--- src/rtl/core/fsh_pkg.sv ---
// ----------------------------------------------------------------------------
// fsh_pkg
// Shared types, constants and helpers of the frame statistics histogram.
// ----------------------------------------------------------------------------
`default_nettype none

package fsh_pkg;

   localparam int MAX_BINS   = 64;
   localparam int BIN_AW     = 6;
   localparam int COORD_BITS = 12;
   localparam int COUNT_BITS = 25;
   localparam int OUT_CNT_W  = 25;
   localparam int VAL_W      = 17;
   localparam int SUM_W      = 41;
   localparam int QUOT_W     = 7;
   localparam int NUM_W      = 25;
   localparam int DEN_W      = 18;

   localparam logic [COUNT_BITS-1:0] COUNT_MAX = {COUNT_BITS{1'b1}};
   localparam logic [OUT_CNT_W-1:0]  OUT_MAX   = {OUT_CNT_W{1'b1}};
   localparam logic signed [SUM_W:0] SUM_HI    = {2'b00, {(SUM_W-1){1'b1}}};
   localparam logic signed [SUM_W:0] SUM_LO    = {2'b11, {(SUM_W-1){1'b0}}};

   localparam logic KIND_TOTALS = 1'b0;
   localparam logic KIND_BIN    = 1'b1;

   localparam logic [1:0] BG_NONE = 2'd0;
   localparam logic [1:0] BG_SUB  = 2'd1;

   typedef enum logic [2:0] {
      CSR_BG_MODE, CSR_THR_EN, CSR_THR_LEVEL, CSR_HIST_EN,
      CSR_HIST_MIN, CSR_HIST_MAX, CSR_HIST_BINS, CSR_ROI_RECT
   } csr_index_type;

   typedef enum logic [1:0] {OP_PIXEL, OP_REPORT, OP_READ, OP_CLEAR} op_type;

   typedef enum logic [2:0] {
      ST_IDLE, ST_PIX, ST_DIV, ST_RPT, ST_RD, ST_RDOUT
   } state_type;

   typedef enum logic [1:0] {HC_NONE, HC_READ, HC_INC, HC_CLEAR} hist_op_type;

   typedef struct packed {
      hist_op_type         op;
      logic [BIN_AW-1:0]   addr;
   } hist_cmd_type;

   typedef struct packed {
      logic                  pending;
      logic [COUNT_BITS-1:0] rd_data;
   } hist_status_type;

   function automatic logic [COUNT_BITS-1:0] inc_sat(input logic [COUNT_BITS-1:0] c);
      return (c == COUNT_MAX) ? c : c + 1'b1;
   endfunction

   function automatic logic [OUT_CNT_W-1:0] out_count(input logic [COUNT_BITS-1:0] c);
      return (c > COUNT_BITS'(OUT_MAX)) ? OUT_MAX : OUT_CNT_W'(c);
   endfunction

endpackage

`default_nettype wire

--- src/rtl/core/fsh_div.sv ---
// ----------------------------------------------------------------------------
// fsh_div
// Restoring divider, one quotient bit per cycle, for the bin choice.
// ----------------------------------------------------------------------------
`default_nettype none

module fsh_div (
   input  wire logic                       clock,
   input  wire logic                       reset,
   input  wire logic                       start,
   input  wire logic [fsh_pkg::NUM_W-1:0]  num,
   input  wire logic [fsh_pkg::DEN_W-1:0]  den,
   output logic                            done,
   output logic [fsh_pkg::QUOT_W-1:0]      quot
);
   import fsh_pkg::*;

   logic [NUM_W-1:0]  rem_ff, rem_in, dd_ff, dd_in;
   logic [QUOT_W-1:0] q_ff, q_in;
   logic [2:0]        cnt_ff, cnt_in;
   logic              run_ff, run_in, done_ff, done_in;

   always_comb begin
      rem_in  = rem_ff;
      dd_in   = dd_ff;
      q_in    = q_ff;
      cnt_in  = cnt_ff;
      run_in  = run_ff;
      done_in = 1'b0;
      if (start) begin
         rem_in = num;
         dd_in  = NUM_W'(den) << (QUOT_W - 1);
         q_in   = '0;
         cnt_in = 3'(QUOT_W);
         run_in = 1'b1;
      end else if (run_ff) begin
         if (rem_ff >= dd_ff) begin
            rem_in = rem_ff - dd_ff;
            q_in   = {q_ff[QUOT_W-2:0], 1'b1};
         end else begin
            q_in   = {q_ff[QUOT_W-2:0], 1'b0};
         end
         dd_in  = dd_ff >> 1;
         cnt_in = cnt_ff - 3'd1;
         if (cnt_ff == 3'd1) begin
            run_in  = 1'b0;
            done_in = 1'b1;
         end
      end
   end

   always_ff @(posedge clock) begin
      rem_ff <= rem_in;
      dd_ff  <= dd_in;
      q_ff   <= q_in;
      cnt_ff <= cnt_in;
      if (reset) begin
         run_ff  <= 1'b0;
         done_ff <= 1'b0;
      end else begin
         run_ff  <= run_in;
         done_ff <= done_in;
      end
   end

   assign done = done_ff;
   assign quot = q_ff;

   a_start_idle: assert property (@(posedge clock) disable iff (reset)
      start |-> !run_ff) else $error("divider restarted while running");
   a_done_idle: assert property (@(posedge clock) disable iff (reset)
      done_ff |-> !run_ff) else $error("divider done while running");
   a_runs_out: assert property (@(posedge clock) disable iff (reset)
      (run_ff && cnt_ff == 3'd1 && !start) |=> done_ff)
      else $error("divider missed done");

endmodule

`default_nettype wire

--- src/rtl/core/fsh_hist.sv ---
// ----------------------------------------------------------------------------
// fsh_hist
// Histogram bin memory with per-bin valid bits; read and
// read-increment-write of one bin, and clear of all bins.
// ----------------------------------------------------------------------------
`default_nettype none

module fsh_hist (
   input  wire logic                     clock,
   input  wire logic                     reset,
   input  wire fsh_pkg::hist_cmd_type    cmd,
   output fsh_pkg::hist_status_type      status
);
   import fsh_pkg::*;

   logic [COUNT_BITS-1:0] mem [MAX_BINS];
   logic [MAX_BINS-1:0]   valid_ff;
   logic [COUNT_BITS-1:0] rd_ff, rd_data, wr_data;
   logic                  rd_valid_ff, pend_ff;
   logic [BIN_AW-1:0]     addr_ff;

   assign rd_data = rd_valid_ff ? rd_ff : '0;
   assign wr_data = inc_sat(rd_data);

   always_ff @(posedge clock) begin
      rd_ff       <= mem[cmd.addr];
      rd_valid_ff <= valid_ff[cmd.addr];
      addr_ff     <= cmd.addr;
      if (pend_ff) begin
         mem[addr_ff] <= wr_data;
      end
   end

   always_ff @(posedge clock) begin
      if (reset) begin
         pend_ff  <= 1'b0;
         valid_ff <= '0;
      end else begin
         pend_ff <= (cmd.op == HC_INC);
         if (cmd.op == HC_CLEAR) begin
            valid_ff <= '0;
         end else if (pend_ff) begin
            valid_ff[addr_ff] <= 1'b1;
         end
      end
   end

   assign status.pending = pend_ff;
   assign status.rd_data = rd_data;

   a_no_overlap: assert property (@(posedge clock) disable iff (reset)
      pend_ff |-> cmd.op == HC_NONE) else $error("bin access during write-back");
   a_clear: assert property (@(posedge clock) disable iff (reset)
      cmd.op == HC_CLEAR |=> valid_ff == '0) else $error("clear left valid bins");
   a_wb_valid: assert property (@(posedge clock) disable iff (reset)
      pend_ff |=> valid_ff[$past(addr_ff)]) else $error("written bin not valid");

endmodule

`default_nettype wire

--- src/rtl/core/frame_statistics_histogram.sv ---
// ----------------------------------------------------------------------------
// frame_statistics_histogram
// Frame statistics (count, min, max, sums, threshold, ROI) and histogram.
//
//   channel  ports                      handshake
//   req      req_op .. req_bin_index    start, accepted when busy is low
//   rsp      rsp_kind .. rsp_bin_value  rsp_valid strobe, one cycle
//   csr      csr_index, csr_write_data  csr_write_enable, no wait
//
// Pixel beat: ST_PIX, then, when it lands in the histogram, the 7-step divider
// and a read and write-back of the bin memory. Report: ST_RPT.
// Bin read: ST_RD and ST_RDOUT through the memory read port. Clear: on accept.
// Reset clears all statistics and bins at once (per-bin valid bits).
// A totals result strobes from the result register after ST_RPT, a bin result
// after ST_RD and ST_RDOUT; the receiver cannot stall.
// ----------------------------------------------------------------------------
`default_nettype none

module frame_statistics_histogram (
   input  wire logic                               clock,
   input  wire logic                               reset,
   input  wire logic                               start,
   output logic                                    busy,
   input  wire logic [1:0]                         req_op,
   input  wire logic [15:0]                        req_sample,
   input  wire logic [15:0]                        req_bg_sample,
   input  wire logic [11:0]                        req_pixel_x,
   input  wire logic [11:0]                        req_pixel_y,
   input  wire logic [5:0]                         req_bin_index,
   input  wire logic                               csr_write_enable,
   input  wire logic [2:0]                         csr_index,
   input  wire logic [63:0]                        csr_write_data,
   output logic                                    rsp_valid,
   output logic                                    rsp_kind,
   output logic [24:0]                             rsp_pixel_count,
   output logic [24:0]                             rsp_nonzero_count,
   output logic [24:0]                             rsp_threshold_count,
   output logic signed [16:0]                      rsp_min_value,
   output logic signed [16:0]                      rsp_max_value,
   output logic signed [16:0]                      rsp_min_nonzero,
   output logic signed [40:0]                      rsp_value_sum,
   output logic [24:0]                             rsp_roi_count,
   output logic signed [40:0]                      rsp_roi_sum,
   output logic [24:0]                             rsp_bin_value
);
   import fsh_pkg::*;

   // configuration
   logic [1:0]              bg_mode_ff;
   logic                    thr_en_ff, hist_en_ff;
   logic signed [VAL_W-1:0] thr_ff, hmin_ff, hmax_ff;
   logic [6:0]              bins_ff;
   logic [63:0]             roi_ff;

   always_ff @(posedge clock) begin
      if (reset) begin
         bg_mode_ff <= BG_NONE;
         thr_en_ff  <= 1'b0;
         thr_ff     <= '0;
         hist_en_ff <= 1'b0;
         hmin_ff    <= '0;
         hmax_ff    <= 17'sd65535;
         bins_ff    <= 7'd64;
         roi_ff     <= '0;
      end else if (csr_write_enable) begin
         case (csr_index_type'(csr_index))
            CSR_BG_MODE:   bg_mode_ff <= csr_write_data[1:0];
            CSR_THR_EN:    thr_en_ff  <= csr_write_data[0];
            CSR_THR_LEVEL: thr_ff     <= csr_write_data[VAL_W-1:0];
            CSR_HIST_EN:   hist_en_ff <= csr_write_data[0];
            CSR_HIST_MIN:  hmin_ff    <= csr_write_data[VAL_W-1:0];
            CSR_HIST_MAX:  hmax_ff    <= csr_write_data[VAL_W-1:0];
            CSR_HIST_BINS: bins_ff    <= csr_write_data[6:0];
            CSR_ROI_RECT:  roi_ff     <= csr_write_data;
            default: ;
         endcase
      end
   end

   // FSM
   state_type       state_ff, state_in;
   logic            accept;
   hist_cmd_type    hcmd;
   hist_status_type hstat;
   logic            div_start, div_done;
   logic [QUOT_W-1:0] quot;

   assign accept = start && !busy;
   assign busy   = (state_ff != ST_IDLE) || hstat.pending;

   // latched beat
   logic signed [VAL_W-1:0] v_ff, v_in;
   logic [COORD_BITS-1:0]   x_ff, y_ff;
   logic [BIN_AW-1:0]       idx_ff;

   always_comb begin
      v_in = signed'({1'b0, req_sample});
      if (bg_mode_ff != BG_NONE) begin
         v_in = v_in - signed'({1'b0, req_bg_sample});
         if (bg_mode_ff != BG_SUB && v_in < 0) begin
            v_in = '0;
         end
      end
   end

   always_ff @(posedge clock) begin
      if (accept) begin
         v_ff   <= v_in;
         x_ff   <= req_pixel_x[COORD_BITS-1:0];
         y_ff   <= req_pixel_y[COORD_BITS-1:0];
         idx_ff <= req_bin_index[BIN_AW-1:0];
      end
   end

   // histogram bin setup
   logic [6:0]          bins_eff;
   logic                hist_hit;
   logic [DEN_W-1:0]    diff, den;
   logic [NUM_W-1:0]    num;
   logic [BIN_AW-1:0]   bin_addr;

   assign bins_eff = (bins_ff > 7'(MAX_BINS)) ? 7'(MAX_BINS) : bins_ff;
   assign hist_hit = hist_en_ff && (hmax_ff > hmin_ff) && (bins_eff != '0)
                     && (v_ff >= hmin_ff) && (v_ff <= hmax_ff);
   assign diff     = DEN_W'(v_ff) - DEN_W'(hmin_ff);
   assign den      = DEN_W'(hmax_ff) - DEN_W'(hmin_ff);
   assign num      = NUM_W'(diff) * NUM_W'(bins_eff);
   assign bin_addr = (quot >= bins_eff) ? BIN_AW'(bins_eff - 7'd1) : BIN_AW'(quot);

   always_comb begin
      state_in = state_ff;
      case (state_ff)
         ST_IDLE: begin
            if (accept) begin
               case (op_type'(req_op))
                  OP_PIXEL:  state_in = ST_PIX;
                  OP_REPORT: state_in = ST_RPT;
                  OP_READ:   state_in = ST_RD;
                  default:   state_in = ST_IDLE;
               endcase
            end
         end
         ST_PIX:   state_in = hist_hit ? ST_DIV : ST_IDLE;
         ST_DIV:   state_in = div_done ? ST_IDLE : ST_DIV;
         ST_RPT:   state_in = ST_IDLE;
         ST_RD:    state_in = ST_RDOUT;
         ST_RDOUT: state_in = ST_IDLE;
         default:  state_in = ST_IDLE;
      endcase
   end

   always_comb begin
      div_start = 1'b0;
      hcmd.op   = HC_NONE;
      hcmd.addr = bin_addr;
      case (state_ff)
         ST_IDLE: begin
            if (accept && op_type'(req_op) == OP_CLEAR) begin
               hcmd.op = HC_CLEAR;
            end
         end
         ST_PIX:  div_start = hist_hit;
         ST_DIV: begin
            if (div_done) begin
               hcmd.op = HC_INC;
            end
         end
         ST_RD: begin
            hcmd.op   = HC_READ;
            hcmd.addr = idx_ff;
         end
         default: ;
      endcase
   end

   always_ff @(posedge clock) begin
      if (reset) begin
         state_ff <= ST_IDLE;
      end else begin
         state_ff <= state_in;
      end
   end

   fsh_div u_div (
      .clock (clock),
      .reset (reset),
      .start (div_start),
      .num   (num),
      .den   (den),
      .done  (div_done),
      .quot  (quot)
   );

   fsh_hist u_hist (
      .clock  (clock),
      .reset  (reset),
      .cmd    (hcmd),
      .status (hstat)
   );

   // accumulators
   logic [COUNT_BITS-1:0]   cnt_ff, nz_ff, above_ff, roi_cnt_ff;
   logic signed [VAL_W-1:0] min_ff, max_ff, minnz_ff;
   logic signed [SUM_W-1:0] sum_ff, roi_sum_ff;
   logic signed [SUM_W-1:0] sum_in, roi_sum_in;
   logic signed [SUM_W:0]   sum_w, roi_w;
   logic                    in_roi, clear_now;

   assign sum_w = {sum_ff[SUM_W-1], sum_ff} + (SUM_W+1)'(v_ff);
   assign roi_w = {roi_sum_ff[SUM_W-1], roi_sum_ff} + (SUM_W+1)'(v_ff);
   assign sum_in = (sum_w > SUM_HI) ? SUM_W'(SUM_HI) :
                   (sum_w < SUM_LO) ? SUM_W'(SUM_LO) : SUM_W'(sum_w);
   assign roi_sum_in = (roi_w > SUM_HI) ? SUM_W'(SUM_HI) :
                       (roi_w < SUM_LO) ? SUM_W'(SUM_LO) : SUM_W'(roi_w);
   assign in_roi = (16'(x_ff) >= roi_ff[15:0]) && (16'(x_ff) < roi_ff[47:32])
                   && (16'(y_ff) >= roi_ff[31:16]) && (16'(y_ff) < roi_ff[63:48]);
   assign clear_now = accept && op_type'(req_op) == OP_CLEAR;

   always_ff @(posedge clock) begin
      if (reset || clear_now) begin
         cnt_ff     <= '0;
         nz_ff      <= '0;
         above_ff   <= '0;
         roi_cnt_ff <= '0;
         min_ff     <= '0;
         max_ff     <= '0;
         minnz_ff   <= '0;
         sum_ff     <= '0;
         roi_sum_ff <= '0;
      end else if (state_ff == ST_PIX) begin
         if (cnt_ff == '0 || v_ff < min_ff) min_ff <= v_ff;
         if (cnt_ff == '0 || v_ff > max_ff) max_ff <= v_ff;
         cnt_ff <= inc_sat(cnt_ff);
         if (v_ff != '0) begin
            if (nz_ff == '0 || v_ff < minnz_ff) minnz_ff <= v_ff;
            nz_ff <= inc_sat(nz_ff);
         end
         sum_ff <= sum_in;
         if (thr_en_ff && v_ff >= thr_ff) above_ff <= inc_sat(above_ff);
         if (in_roi) begin
            roi_cnt_ff <= inc_sat(roi_cnt_ff);
            roi_sum_ff <= roi_sum_in;
         end
      end
   end

   // result register
   logic rsp_valid_ff;

   always_ff @(posedge clock) begin
      if (reset) begin
         rsp_valid_ff <= 1'b0;
      end else begin
         rsp_valid_ff <= (state_ff == ST_RPT) || (state_ff == ST_RDOUT);
      end
   end

   always_ff @(posedge clock) begin
      if (state_ff == ST_RPT) begin
         rsp_kind            <= KIND_TOTALS;
         rsp_pixel_count     <= out_count(cnt_ff);
         rsp_nonzero_count   <= out_count(nz_ff);
         rsp_threshold_count <= thr_en_ff ? out_count(above_ff) : '0;
         rsp_min_value       <= (cnt_ff != '0) ? min_ff : '0;
         rsp_max_value       <= (cnt_ff != '0) ? max_ff : '0;
         rsp_min_nonzero     <= (nz_ff != '0) ? minnz_ff : '0;
         rsp_value_sum       <= sum_ff;
         rsp_roi_count       <= out_count(roi_cnt_ff);
         rsp_roi_sum         <= roi_sum_ff;
         rsp_bin_value       <= '0;
      end else if (state_ff == ST_RDOUT) begin
         rsp_kind            <= KIND_BIN;
         rsp_pixel_count     <= '0;
         rsp_nonzero_count   <= '0;
         rsp_threshold_count <= '0;
         rsp_min_value       <= '0;
         rsp_max_value       <= '0;
         rsp_min_nonzero     <= '0;
         rsp_value_sum       <= '0;
         rsp_roi_count       <= '0;
         rsp_roi_sum         <= '0;
         rsp_bin_value       <= out_count(hstat.rd_data);
      end
   end

   assign rsp_valid = rsp_valid_ff;

   a_rsp_source: assert property (@(posedge clock) disable iff (reset)
      rsp_valid_ff |-> $past(state_ff == ST_RPT || state_ff == ST_RDOUT))
      else $error("result without report or read");
   a_busy_pix: assert property (@(posedge clock) disable iff (reset)
      state_ff == ST_PIX && hist_hit |=> busy) else $error("idle during binning");
   a_div_once: assert property (@(posedge clock) disable iff (reset)
      div_start |-> state_ff == ST_PIX) else $error("divider started outside pixel");

endmodule

`default_nettype wire

--- config.mk ---
export PLATFORM = sky130hd
export DESIGN_NAME = frame_statistics_histogram
export DESIGN_NICKNAME = d
export VERILOG_FILES = /design/src/rtl/core/fsh_pkg.sv /design/src/rtl/core/fsh_div.sv /design/src/rtl/core/fsh_hist.sv /design/src/rtl/core/frame_statistics_histogram.sv
export SDC_FILE = /design/constraint.sdc
export NUM_CORES = 2
export LEC_CHECK = 0
export BUFFER_PORTS_ARGS = -buffer_cell sky130_fd_sc_hd__buf_2
export CORE_ASPECT_RATIO = 0.6
export CORE_UTILIZATION = 50
export CTS_BUF_LIST = sky130_fd_sc_hd__clkbuf_4
export DETAILED_ROUTE_END_ITERATION = 7
export PLACE_DENSITY = 0.69
export SLEW_MARGIN = 30
export SYNTH_ARGS = -nofsm -noshare
export SYNTH_HDL_FRONTEND = slang
export SYNTH_HIERARCHICAL = 1
export SYNTH_SLANG_ARGS = --single-unit
--- constraint.sdc ---
create_clock -name clock -period 7.5 [get_ports clock]
set_clock_uncertainty 0.05 [all_clocks]
set_input_delay 2.25 -clock clock [delete_from_list [all_inputs] [get_ports clock]]
set_output_delay 2.25 -clock clock [all_outputs]
set_load 0.1 [all_outputs]
After elaboration in Yosys (flattened, before gate mapping)
Memories as Yosys holds them, arrays and structs flattened. A register that Yosys moved wholly into a read port is not among the register bits.
Index checks and enable logic that the tools add are counted.
{"block": "classes", "eq_ne": 25, "reduce_logical": 53, "n_lt_le_gt_ge": 27, "add_sub_neg": 13, "mux": 57, "bitwise_logic": 7, "multipliers": 1}
{"op": "two-way mux 25 bit", "count": 16}
{"op": "two-way mux 41 bit", "count": 7}
{"op": "adder 25 x 1 -> 25 bit, second input constant", "count": 5}
{"op": "== test 25 bit, second input constant", "count": 5}
{"op": "greater-than comparator 25 bit, second input constant", "count": 5}
{"op": "two-way mux 17 bit", "count": 7}
{"op": "adder 41 x 17 -> 42 bit", "count": 2}
{"op": "greater-than comparator 42 x 41 -> 1 bit, second input constant", "count": 2}
{"op": "less-than comparator 42 x 41 -> 1 bit, second input constant", "count": 2}
{"op": "OR 64 bit", "count": 1}
{"op": "zero test 25 bit", "count": 2}
{"op": "nonzero test 25 bit", "count": 2}
{"op": "two-way mux 24 bit", "count": 2}
{"op": "subtractor 17 x 17 -> 18 bit", "count": 2}
{"op": ">= comparator 17 bit", "count": 2}
{"op": "greater-than comparator 17 bit", "count": 2}
{"op": "less-than comparator 17 bit", "count": 2}
{"op": ">= comparator 12 x 16 -> 1 bit", "count": 2}
{"op": "less-than comparator 12 x 16 -> 1 bit", "count": 2}
{"op": "two-way mux 16 bit", "count": 2}
{"op": "AND reduction 2 bit", "count": 13}
{"op": ">= comparator 25 x 24 -> 1 bit", "count": 1}
{"op": "multiplier 18 x 7 -> 25 bit", "count": 1}
{"op": "subtractor 25 x 24 -> 25 bit", "count": 1}
{"op": "39 further kinds", "count": 95}
{"block": "totals", "out_inout_bits": 261, "ram_bits": 1600, "wordCells": 230, "n_memories": 1, "ff_bits": 802, "input_bits": 135}
{"memory": "u_hist.mem", "depth": 64, "word_bits": 25, "read_ports": 1, "rd_ports_with_merged_regs": 1, "wr": 1, "line": "fsh_hist.sv:16", "source": "logic [COUNT_BITS-1:0] mem [MAX_BINS];"}

Depth between registers and ports, before layout
{"block": "logic_depth", "word_depth": 9, "depth_mapped": 34}

Hierarchy
Netlist, hierarchy kept.
{"module": "fsh_hist", "area_each_um2": 64658.3, "cells_each": 2932, "seq_area_each_um2": 49987.9, "instances": 1}
{"module": "frame_statistics_histogram", "area_each_um2": 39215.1, "cells_each": 4162, "seq_area_each_um2": 16195.5, "instances": 1}
{"module": "fsh_div", "area_each_um2": 4113.9, "cells_each": 465, "seq_area_each_um2": 1651.6, "instances": 1}

Least setup slack after synthesis
No wires, ideal clock.
{"block": "synth_path", "path_kind": "reg-to-reg", "startpoint": "reg v_ff[0]", "endpoint": "reg u_div.rem_ff[24], data pin", "path_slack_ps": -265, "required_ps": 7185, "arrival_time_ps": 7450, "period_less_slack_ps": 7765, "stages_incl_launch_ff": 34, "setup_ps": 265, "path_buffers": 0, "path_cell_list": "edfxtp_1 -> inv_1 -> ha_1 -> inv_1 -> fa_1 -> a21o_1 -> a21oi_1 -> o21ai_0 -> a21oi_1 -> o21bai_1 -> a21oi_1 -> nor2_1 -> o221ai_1 -> nor2b_1 -> xor2_1 -> nor2_1 -> fa_1 -> fa_1 -> fa_1 -> inv_1 -> fa_1 -> inv_1 -> ha_1 -> a21oi_1 -> nor2b_1 -> or3_1 -> a21oi_1 -> o21ai_0 -> or4b_1 -> a31o_2 -> a21oi_1 -> xnor2_1 -> a21oi_1 -> nand3_1"}
{"element": "start: declaration", "line": "frame_statistics_histogram.sv:92", "source": "logic signed [VAL_W-1:0] v_ff, v_in;"}
{"element": "start signal: assignment", "line": "frame_statistics_histogram.sv:108", "source": "v_ff <= v_in;"}
{"element": "subtractor 17 x 17 -> 18 bit", "line": "frame_statistics_histogram.sv:125", "source": "assign diff = DEN_W'(v_ff) - DEN_W'(hmin_ff);"}
{"element": "multiplier 18 x 7 -> 25 bit", "line": "frame_statistics_histogram.sv:127", "source": "assign num = NUM_W'(diff) * NUM_W'(bins_eff);"}
{"element": "net num[24]", "line": "frame_statistics_histogram.sv:119", "source": "logic [NUM_W-1:0] num;"}
{"element": "two-way mux 25 bit", "line": "fsh_div.sv:30", "source": "if (start) begin"}
{"element": "net u_div.rem_in[24]", "line": "fsh_div.sv:18", "source": "logic [NUM_W-1:0] rem_ff, rem_in, dd_ff, dd_in;"}
{"element": "end signal: assignment", "line": "fsh_div.sv:53", "source": "rem_ff <= rem_in;"}
{"element": "end: declaration", "line": "fsh_div.sv:18"}
The timed path passes the listed nets, and every way through them passes these cells.
A chain may end at the register's enable or synchronous reset.

Worst setup path in the final report
{"block": "layout_path", "startpoint": "reg v_ff[0]", "endpoint": "reg u_div.rem_ff[21], data pin"}
Same word-level chain as after synthesis.

==> reports/qor.yml <==
die_area_sq_um: 218000
postLayoutSetupSlackWorst_ps: -30.3
core-area_sq_um: 214000
grt_first_pass_wirelength_um: 450000
relSlewSlack_pct: 20.9
ctsRootBufferMaster: "clkbuf_4"
synth-seq-cells: 2427
grt_overflow: 0
clock_path_buffers: 4
postPlaceCellArea_sq_um: 115000
max-cap-violations: 0
cts_tree: "done"
synthFlopType: "edfxtp_1"
grt_use_total_pct: 27.8
avgSynthCellArea_sq_um: 14.3
fp.dieW_um: 602
htree_levels: 6
drt-total-wl_um: 308000
drtIter0Drc: 9596
wl_per_cell_um: 26.0
p_total_mw: 30.1
leakage_nw: 44.3
async_flop_share_pct: 0
final_nets: 9095
vias: 71300
synth_cells: 7559
cp_data_arrival_time_ps: 8490
netlist_area_sq_um: 108000
status: "complete, but fails checks"
cp-end-kind: "flop"
clk_pin_slew_ps: 70
worstMarginPinSlew_ps: 1170
powerDensity_nw_per_um2: 244
crit_top_cell: "buf_4"
synth_fp_nets: 8125
ant_nets: 0
grt_pass1_vias: 68500
dr.pass1.iters: 6
failed_checks: "negative setup slack"
start_kind: "flop"
insertion_delay_ps: 1290
port_buffers: 395
slew_violations: 0
vdd_drop_max_v: 0.000158
cts_hold_buf: 0
synth_edf_count: 1923
drc: 0
ios: 396
synth_top_area_share_pct: 53.5
clock-sinks: 2427
antenna_found_initial: 24
crit_required_ps: 8460
finalHoldViolations: 0
numCtsBuffers: 570
fin_crit_sh_pct: 100
max_freq_mhz: 133
synth.area.top_cells: "edfxtp_1, dfxtp_1, mux4_2, ha_1, a21oi_1"
die_h_um: 362
stdcell_area_sq_um: 124000
slowest_stage: "fa_1"
path_class: "flop to flop"
stdcell_count: 11800
ys_types: 107
place_congestion: 0.945
fin_util_pct: 57.9
yosysWarningCount: 6
setup_violations: 2
grt_start_max_net_pins: 142
cp_max_fo: 4
yosysTopAreaCell: "edfxtp_1"
nFillCells: 16700
num_rows: 131
max_stage_delay_ps: 550
rsz0062_at_grt: "true"
start_util_pct: 50.6
place_inst: 10800
synth-seq-area-share_pct: 62.8
hp-class: "flop to flop"
synthToLayoutAreaGrowth_pct: 14.5
finalCriticalPeriod_ps: 7530
drive_gt1_share_pct: 27.5
dp_hpwl_um: 206000
via_per_inst: 6.02
==> power breakdown <==
part / switching, mW / internal, mW / total (mW)
logic: 2.65 / 1.33 / 3.98
registers: 0.118 / 15.0 / 15.1
clock network: 5.36 / 5.69 / 11.0
==> layout by cell type, fill, tap and decap left out, types with 40 or more instances in the layout <==
master,instances
inv_1,336
nand3_1,87
o21a_1,89
maj3_2,40
mux2i_1,184
o21ai_0,234
nor4_1,46
nand2_1,477
o22ai_1,67
xor2_1,98
clkbuf_4,879
clkinv_1,80
xnor2_1,112
nand2b_1,54
ha_1,337
nor3_1,123
nand4_1,68
buf_2,394
mux4_2,401
and2_1,182
a21oi_1,363
nor2_2,80
a21o_1,101
dfxtp_1,504
fa_1,82
and3_1,66
buf_4,339
mux2_2,46
nor2_1,390
edfxtp_1,1923
==> stage by stage <==
step	setup slack, ps	hold WS (ps)	setup TNS [ps]
2_1_floorplan	3.10	384	0
3_3_place_gp	-575	391	-1650
3_5_place_dp	-639	397	-1900
4_1_cts	10.3	406	0
5_1_grt	-377	426	-961
6_report	-30.3	403	-46.0
==> sequential cells by signal, summed over array words and instances (netlist names), 41 cells and up <==
signal / flops
roi_sum_ff: 41
rsp_roi_sum: 41
sum_ff: 41
u_hist/mem: 1600
rsp_value_sum: 41
u_hist/valid_ff: 64
roi_ff: 64
==> cell usage after synthesis (20+ instances only) <==
cell type  instances
or2_2             25
clkbuf_1         223
mux2i_1          184
o21ba_1           29
a21o_1           102
nand4_1           68
nor2_1           474
mux2_2            47
nor4_1            49
dfxtp_1          504
and2_1           184
inv_1            344
o21ai_0          247
nand3_1           87
and4_1            21
o31ai_1           21
a211o_1           20
buf_2             77
and3_1            66
o21bai_1          32
a31oi_1           33
nor3_1           124
ha_1             346
edfxtp_1        1923
a21oi_1          378
o211ai_1          24
fa_1              85
nand2_1          478
nand2b_1          54
a22oi_1           34
xor2_1           112
nor2b_1           41
o22a_1            21
a22o_1            33
or3_1             38
a221oi_1          32
buf_4             23
maj3_2            40
o22ai_1           67
buf_1             24
a211oi_1          21
xnor2_1          124
o21a_1            89
mux4_2           401
==> routing by layer <==
| layer | up-vias | track usage (%) | wire length [um] |
|---|---|---|---|
| met5 | - | 0 | 102 |
| met4 | 16 | 6.76 | 6540 |
| met3 | 476 | 9.43 | 43900 |
| met2 | 4057 | 36.2 | 122000 |
| met1 | 35700 | 43.9 | 135000 |
| li1 | 31000 | - | - |
==> area by class of cell <==
| cell class | count | area [sq um] | share of cell area, % |
|---|---|---|---|
| sequential | 2427 | 67800 | 54.9 |
| multi-input combinational | 4424 | 38400 | 31.1 |
| clock buffer | 879 | 6600 | 5.34 |
| timing repair buffer | 759 | 5020 | 4.06 |
| tap | 2859 | 3580 | 2.89 |
| inverter | 347 | 1320 | 1.06 |
| clock inverter | 132 | 832 | 0.673 |
| antenna | 13 | 32.5 | 0.0263 |
==> final timing paths <==
path / from / depth (start not counted) / to / slack, ps
hold / removal: roi_ff[22] / 2 / roi_ff[22] / 400
hold reg to reg: roi_ff[22] / 2 / roi_ff[22] / 400
setup reg to reg: v_ff[0] / 37 / u_div/rem_ff[21] / -30
setup / recovery: v_ff[0] / 37 / u_div/rem_ff[21] / -30
==> worst max-delay path, delay by kind of cell, from the launching register on <==
family / cells / cell delay (ps)
adders and majority gates: 7 / 2720
AOI/OAI and AO/OA: 14 / 2100
and+or+nand+nor: 5 / 960
buffers and inverters: 9 / 890
DFF: 1 / 400
xor gates and xnor gates: 2 / 260
==> logic make-up after synthesis <==
family / Yosys count / synth area share (%)
xor gates and xnor gates: 237 / 1.93
AOI/OAI and AO/OA: 1302 / 7.88
muxes: 632 / 10.6
buffers and inverters: 708 / 2.72
adders and majority gates: 471 / 6.00
DFF: 2427 / 62.8
and+or+nand+nor: 1782 / 8.09
==> repair_timing <==
item,4_1_cts,5_1_grt
buffers inserted,24,8
gates cloned,0,0
endpoints found under the setup margin,7,6
gates resized for setup,33,48
pin swaps,36,55
Note: power is estimated with default switching activity, not from simulation.
